==> config.mk <==
export PLATFORM = sky130hd
export DESIGN_NAME = rc4d_sequencer
export DESIGN_NICKNAME = d
export VERILOG_FILES = /design/src/sv/rc4d_pkg.sv /design/src/sv/rc4d_sequencer.sv
export SDC_FILE = /design/constraint.sdc
export NUM_CORES = 1
export LEC_CHECK = 0
export BUFFER_PORTS_ARGS = -buffer_cell sky130_fd_sc_hd__clkbuf_2
export CAP_MARGIN = 20
export CORE_AREA = 2 2 39 41
export CTS_CLUSTER_SIZE = 28
export DETAILED_ROUTE_END_ITERATION = 12
export DIE_AREA = 0 0 41 43
export PLACE_DENSITY = 0.74
export SLEW_MARGIN = 20
export SYNTH_ARGS = -nofsm -noshare
export SYNTH_HDL_FRONTEND = slang
export SYNTH_SLANG_ARGS = --single-unit
==> constraint.sdc <==
create_clock -name clk -period 1.9 [get_ports clk]
set_input_delay 0 -clock clk [delete_from_list [all_inputs] [get_ports clk]]
set_output_delay 0 -clock clk [all_outputs]
set_load 0.005 [all_outputs]
==> src/sv/rc4d_pkg.sv <==
`default_nettype none
package rc4d_pkg;

  localparam int MAX_KEY_BYTES = 256;
  localparam int PERM_DEPTH    = 256;
  localparam int BYTE_W        = 8;
  localparam int KEY_CNT_W     = 9;
  localparam int DROP_W        = 12;
  localparam logic [DROP_W-1:0] DROP_RESET = 12'd256;

  // microprogram addresses
  localparam int PC_W = 4;
  localparam logic [PC_W-1:0] PC_IDLE = 4'd0;
  localparam logic [PC_W-1:0] PC_S0   = 4'd1;
  localparam logic [PC_W-1:0] PC_INIT = 4'd2;
  localparam logic [PC_W-1:0] PC_K1   = 4'd3;
  localparam logic [PC_W-1:0] PC_K2   = 4'd4;
  localparam logic [PC_W-1:0] PC_K3   = 4'd5;
  localparam logic [PC_W-1:0] PC_K4   = 4'd6;
  localparam logic [PC_W-1:0] PC_G1   = 4'd7;
  localparam logic [PC_W-1:0] PC_G2   = 4'd8;
  localparam logic [PC_W-1:0] PC_G3   = 4'd9;
  localparam logic [PC_W-1:0] PC_G4   = 4'd10;
  localparam logic [PC_W-1:0] PC_G5   = 4'd11;
  localparam logic [PC_W-1:0] PC_G6   = 4'd12;
  localparam logic [PC_W-1:0] PC_G7   = 4'd13;

  typedef enum logic [2:0] {
    RA_N      = 3'd0,
    RA_IP1    = 3'd1,
    RA_JADD   = 3'd2,
    RA_ACCSUM = 3'd3,
    RA_SUM    = 3'd4
  } rd_addr_t;

  typedef enum logic [1:0] {
    WA_N   = 2'd0,
    WA_I   = 2'd1,
    WA_J   = 2'd2,
    WA_ACC = 2'd3
  } wr_addr_t;

  typedef enum logic [1:0] {
    WD_N     = 2'd0,
    WD_RDATA = 2'd1,
    WD_SI    = 2'd2
  } wr_data_t;

  typedef enum logic [2:0] {
    C_NEXT      = 3'd0,
    C_JUMP      = 3'd1,
    C_DISPATCH  = 3'd2,
    C_N_MORE    = 3'd3,
    C_DROP_MORE = 3'd4
  } cond_t;

  typedef struct packed {
    logic     rd_en;
    rd_addr_t rd_addr;
    logic     key_rd;
    logic     wr_en;
    wr_addr_t wr_addr;
    wr_data_t wr_data;
    logic     clr_sched;
    logic     inc_n;
    logic     acc_add;
    logic     k_adv;
    logic     load_si;
    logic     load_sj;
    logic     j_add;
    logic     inc_i;
    logic     dec_drop;
    logic     emit;
  } dp_ctrl_t;

  typedef struct packed {
    dp_ctrl_t          dp;
    cond_t             cond;
    logic [PC_W-1:0]   target;
  } uword_t;

  typedef struct packed {
    logic n_last;
    logic dcnt_zero;
  } dp_status_t;

  typedef struct packed {
    logic go_sched;
    logic go_gen;
  } start_t;

  typedef struct packed {
    logic              valid;
    logic [BYTE_W-1:0] data;
  } ks_t;

  function automatic uword_t ucode(input logic [PC_W-1:0] pc);
    uword_t w;
    w = '0;
    w.cond   = C_NEXT;
    w.target = PC_IDLE;
    case (pc)
      PC_IDLE: begin
        w.cond = C_DISPATCH;
      end
      PC_S0: begin
        w.dp.clr_sched = 1'b1;
      end
      PC_INIT: begin
        // identity fill
        w.dp.wr_en   = 1'b1;
        w.dp.wr_addr = WA_N;
        w.dp.wr_data = WD_N;
        w.dp.inc_n   = 1'b1;
        w.cond       = C_N_MORE;
        w.target     = PC_INIT;
      end
      PC_K1: begin
        w.dp.rd_en   = 1'b1;
        w.dp.rd_addr = RA_N;
        w.dp.key_rd  = 1'b1;
      end
      PC_K2: begin
        w.dp.load_si = 1'b1;
        w.dp.acc_add = 1'b1;
        w.dp.k_adv   = 1'b1;
        w.dp.rd_en   = 1'b1;
        w.dp.rd_addr = RA_ACCSUM;
      end
      PC_K3: begin
        w.dp.wr_en   = 1'b1;
        w.dp.wr_addr = WA_N;
        w.dp.wr_data = WD_RDATA;
      end
      PC_K4: begin
        w.dp.wr_en   = 1'b1;
        w.dp.wr_addr = WA_ACC;
        w.dp.wr_data = WD_SI;
        w.dp.inc_n   = 1'b1;
        w.cond       = C_N_MORE;
        w.target     = PC_K1;
      end
      PC_G1: begin
        w.dp.rd_en   = 1'b1;
        w.dp.rd_addr = RA_IP1;
        w.dp.inc_i   = 1'b1;
      end
      PC_G2: begin
        w.dp.load_si = 1'b1;
        w.dp.j_add   = 1'b1;
        w.dp.rd_en   = 1'b1;
        w.dp.rd_addr = RA_JADD;
      end
      PC_G3: begin
        w.dp.wr_en   = 1'b1;
        w.dp.wr_addr = WA_I;
        w.dp.wr_data = WD_RDATA;
        w.dp.load_sj = 1'b1;
      end
      PC_G4: begin
        w.dp.wr_en   = 1'b1;
        w.dp.wr_addr = WA_J;
        w.dp.wr_data = WD_SI;
      end
      PC_G5: begin
        w.dp.rd_en   = 1'b1;
        w.dp.rd_addr = RA_SUM;
      end
      PC_G6: begin
        // drop this byte while the counter is nonzero
        w.dp.dec_drop = 1'b1;
        w.cond        = C_DROP_MORE;
        w.target      = PC_G1;
      end
      PC_G7: begin
        w.dp.emit = 1'b1;
        w.cond    = C_JUMP;
        w.target  = PC_IDLE;
      end
      default: begin
        w.cond   = C_JUMP;
        w.target = PC_IDLE;
      end
    endcase
    return w;
  endfunction

endpackage
`default_nettype wire

==> src/sv/rc4d_sequencer.sv <==
`default_nettype none
module rc4d_sequencer
  import rc4d_pkg::*;
(
  input  wire logic       clk,
  input  wire logic       rst,
  input  wire start_t     start,
  input  wire dp_status_t status,
  output dp_ctrl_t        ctrl,
  output logic            busy
);

  logic [PC_W-1:0] pc;
  logic [PC_W-1:0] pc_next;
  uword_t          word;

  always_comb begin
    word = ucode(pc);
  end

  always_comb begin
    pc_next = pc + PC_W'(1);
    case (word.cond)
      C_NEXT: begin
        pc_next = pc + PC_W'(1);
      end
      C_JUMP: begin
        pc_next = word.target;
      end
      C_DISPATCH: begin
        if (start.go_sched) begin
          pc_next = PC_S0;
        end else if (start.go_gen) begin
          pc_next = PC_G1;
        end else begin
          pc_next = PC_IDLE;
        end
      end
      C_N_MORE: begin
        if (!status.n_last) begin
          pc_next = word.target;
        end
      end
      C_DROP_MORE: begin
        if (!status.dcnt_zero) begin
          pc_next = word.target;
        end
      end
      default: begin
        pc_next = PC_IDLE;
      end
    endcase
  end

  always_ff @(posedge clk) begin
    if (rst) begin
      pc <= PC_IDLE;
    end else begin
      pc <= pc_next;
    end
  end

  assign ctrl = word.dp;
  assign busy = (pc != PC_IDLE);

endmodule
`default_nettype wire

## Yosys cells after proc, flatten, opt, wreduce, memory -nomap -nowiden

Cells that the tools add are included.

- Bits in registers: 4
- Input bits: 6
- Output and inout bits: 21
- Word-level logic and storage cells: 44

- $add $sub $neg: 1
- Equality and inequality tests: 17
- Muxes and demuxes: 19
- Reduce and logical (&&, ||, !) cells: 6

Operator list:

| cell | number |
|---|---|
| case mux 4 bit (5 select lines) | 2 |
| case mux 5 bit (5 select lines) | 1 |
| == test 4 bit, second input constant | 6 |
| == test 4 x 3 -> 1 bit, second input constant | 4 |
| case mux 3 bit (4 select lines) | 1 |
| two-way mux 1 bit | 9 |
| case mux 3 bit (3 select lines) | 1 |
| OR reduction 9 bit | 1 |
| == test 4 x 2 -> 1 bit, second input constant | 2 |
| two-way mux 4 bit | 2 |
| == test 3 x 2 -> 1 bit, second input constant | 2 |
| two-way mux 3 bit | 2 |
| adder 4 x 1 -> 4 bit, second input constant | 1 |
| == test 4 x 1 -> 1 bit, second input constant | 1 |
| zero test 4 bit | 1 |
| nonzero test 4 bit | 1 |
| OR reduction 2 bit | 2 |
| == test 3 x 1 -> 1 bit, second input constant | 1 |
| == test 3 bit, second input constant | 1 |
| zero test 3 bit | 1 |
| two-way mux 2 bit | 1 |

## Logic depth before layout (Yosys ltp)

- Depth after elaboration: 5
- Mapped depth: 6
- Gate-level depth less buffers: 6

## Least setup slack after synthesis

Ideal clock, no wire load.

- Path type: flip-flop to flip-flop
- From: register pc[0]
- To: register pc[3]
- Setup time: 0.128 ns
- Arrival: 1.380 ns
- Setup slack: 0.392 ns
- Stages on the path, launching flop included: 7
- Path buffers: 0
- Cell sequence: dfxtp_1 > inv_1 > ha_1 > nor4_1 > a21oi_2 > a22oi_2 > a211oi_1

- Word-level cells in the longest chain between the ends: 5

RTL lines:

| element | line | text |
|---|---|---|
| start, declared | rc4d_sequencer.sv:13 | `logic [PC_W-1:0] pc;` |
| start signal, assigned | rc4d_sequencer.sv:59 | `pc <= pc_next;` |
| == test 4 bit (tied with other cells) | rc4d_pkg.sv:102 | `case (pc)` |
| OR reduction 9 bit (no line) or OR reduction 2 bit (tied branches) | n/a |  |
| case mux 3 bit (4 select lines) | rc4d_pkg.sv:102 |  |
| == test 3 bit (tied with other cells) | rc4d_sequencer.sv:23 | `case (word.cond)` |
| case mux 4 bit (5 select lines) * | rc4d_sequencer.sv:23 |  |

Every way passes the cells marked *; elsewhere a longest branch is shown, timed or not.
A chain may end at the register's enable or synchronous reset.

## Final worst setup path

Same ends and word-level chain as after synthesis.

==> reports/metrics.cfg <==
[outcome]
status = finished, final reports clean

[place]
dpl.hpwl_mm = 1.02
port_buffers = 26
gp_congestion = 0.842

[final_layout]
final_nets = 105
insertedDiodeCount = 0
nFillCells = 144
drive_gt1_frac = 0.409
regMostFlops = pc
largest_register_ffs = 4
largest_registers = pc (4)
synthToLayoutAreaGrowth_pct = 23.8

[die]
io_pins = 27
dieHeight_um = 43
initial_core_util = 0.395
die_area_mm2 = 0.00176
die_width_um = 41
num_rows = 14
core_mm2 = 0.00138

[synthesis]
ys_types = 33
yosysWarnings = 0
synth_top_area_share = 0.146
async_reset_ff_frac = 0
yosysTopAreaCell = dfxtp_1
ys_ff_latch = 4
syn-cell-area_um2 = 547
syn_avg_cell_area_um2 = 7.92
yosys-top-cells-area = dfxtp_1, and2_1, ha_1
synth_seq_area_share = 0.146
synth_nets = 79
synthFlopType = dfxtp_1
synth_most_common_cell = and2_1
netlist_instances = 69
synth_edf_count = 0

[timing]
relSlewSlack = 0.646
slew_violations = 0
timing.fmax_ghz = 0.601
fin_crit_ns = 1.66
rsz0062_at_grt = false
final.setup.tns_ns = 0
min_period_over_period = 0.876
fin_skew_ns = 0.00213
worstMarginPinSlew_ns = 0.530
finalHoldViolCount = 0
finalSetupViolCount = 0

[worst_hold_path]
hold_path.class = in2reg
holdPathEnd = pc[1]$_SDFF_PP0_
hold_start = rst
min_path_cells = 2

[clocking]
cts_tree = built
clockBufferDepth = 2
clk_pin_slew_worst_paths_ns = 0.04
postCtsSetupRepairBufs = 0
numCtsBuffers = 3
h-tree-depth = 1
hold_buffers = 0
cts.sinks = 4
clk_latency_ns = 0.23
root_buffer = clkbuf_4
ctsResizeCount = 0

[pwr]
power.switching_uw = 384
finalPower_uw = 841
power.internal_uw = 458
combPwrFrac = 0.686
p_clk_frac = 0.123
powerDensity_mw_per_mm2 = 1240
ir_worst_vdd_uv = 645
p_leak_uw = 0.000360
pwr-share-seq = 0.191
switching_share = 0.456

[critical_path]
rr_endpoint = pc[3]$_SDFF_PP0_
critPathMaxFanout = 7
cpPeakStageDelay_ns = 0.39
critical_path.cell_chain = inv_1 > ha_1 > nor4_1 > a21oi_2 > a22oi_2 > a211oi_1
crit_slowest_cell = dfxtp_1
crit_type = reg2reg
worstReg2RegStart = pc[0]$_SDFF_PP0_
r2r_cells = 6
end_kind = flop
critPathLaunchType = flop
r2r_slack_ns = 0.24
required_ns = 2.01
worstPathArrival_ns = 1.77

[route]
ant_nets = 0
dr.pass1.iters = 4
wl_mm = 1.24
wl_per_cell_um = 11.4
num_vias = 564
drtIter0Drc = 2
vias_per_cell = 5.17
drc = 0

[global_routing]
global_route.usage.total = 0.155
grt_max_degree = 15
antenna_found_initial = 0
grt_overflow_total = 0
grt_pass1_vias = 463
grt_pass1_wl_mm = 1.91

[run]
cap_violations = 0

## logic make-up after synthesis
logic type | Yosys count | share of synthesized area
xor+xnor | 2 | 0.0320
buf+inv | 9 | 0.105
fa+ha+maj | 4 | 0.0915
simple gates | 32 | 0.389
flops | 4 | 0.146
compound gates | 18 | 0.236
## worst max-delay path by stage
| stage | startpoint | end | cells past startpoint |
|---|---|---|---|
| 2_1_floorplan | pc[0]$_SDFF_PP0_ | pc[3]$_SDFF_PP0_ | 6 |
| 3_3_place_gp | pc[0]$_SDFF_PP0_ | pc[3]$_SDFF_PP0_ | 6 |
| 3_5_place_dp | pc[0]$_SDFF_PP0_ | pc[3]$_SDFF_PP0_ | 6 |
| 4_1_cts | pc[0]$_SDFF_PP0_ | pc[3]$_SDFF_PP0_ | 6 |
| 5_1_grt | pc[0]$_SDFF_PP0_ | pc[3]$_SDFF_PP0_ | 6 |
| 6_report | pc[0]$_SDFF_PP0_ | pc[3]$_SDFF_PP0_ | 6 |
## per-layer routing
layer	global-route usage	share of wire	vias up
met3	0.0314	0.098	2
li1	-	-	284
met1	0.190	0.46	247
met2	0.250	0.43	31
met4	0.0600	0.010	0
met5	0	0	-
## power groups by stage
stage	sequential (uW)	combinational, uW	clock [uW]
6_report	161	577	104
5_1_grt	167	657	116
4_1_cts	159	582	109
3_5_place_dp	161	578	0
3_3_place_gp	157	574	0
2_1_floorplan	135	451	0
## worst max-delay path, delay by kind of cell (launching register included)
family	cells	cell delay, ns
AO/OA/AOI/OAI	3	0.37
adder cells (fa/ha/maj)	1	0.31
buffers and inverters	1	0.11
flip-flops	1	0.39
AND/OR/NAND/NOR	1	0.35
## per-stage QoR
| stage | setup slack, ns | hold WS [ns] | util | instances | instance area, um^2 |
|---|---|---|---|---|---|
| 2_1_floorplan | 0.392 | 0.0724 | - | 69 | 547 |
| 3_3_place_gp | 0.269 | 0.248 | 0.473 | 106 | 654 |
| 3_5_place_dp | 0.243 | 0.249 | 0.473 | 106 | 654 |
| 4_1_cts | 0.232 | 0.00160 | 0.489 | 109 | 677 |
| 5_1_grt | 0.0941 | 0.0116 | 0.489 | 109 | 677 |
| 6_report | 0.236 | 0.00709 | 0.489 | 109 | 677 |
## cells in the final DEF (no fill, tap or decap), types with 2 or more instances in the layout
master / n
clkbuf_2: 26
and2_1: 11
inv_1: 4
a21oi_1: 4
nand2_1: 4
o21ai_0: 4
ha_1: 4
dfxtp_1: 4
nand3_1: 3
clkbuf_4: 3
and2b_2: 2
or2_1: 2
xor2_1: 2
a41oi_1: 2
## cell type report
class / count / area, um^2 / area share
clock buffers: 3 / 22.5 / 0.0333
inverters: 4 / 15.0 / 0.0222
flip-flops and latches: 4 / 80.1 / 0.118
repair buffers: 26 / 130 / 0.192
well taps: 16 / 20.0 / 0.0296
multi-input cells: 56 / 409 / 0.604
Note: power is estimated with default switching activity, not from simulation.
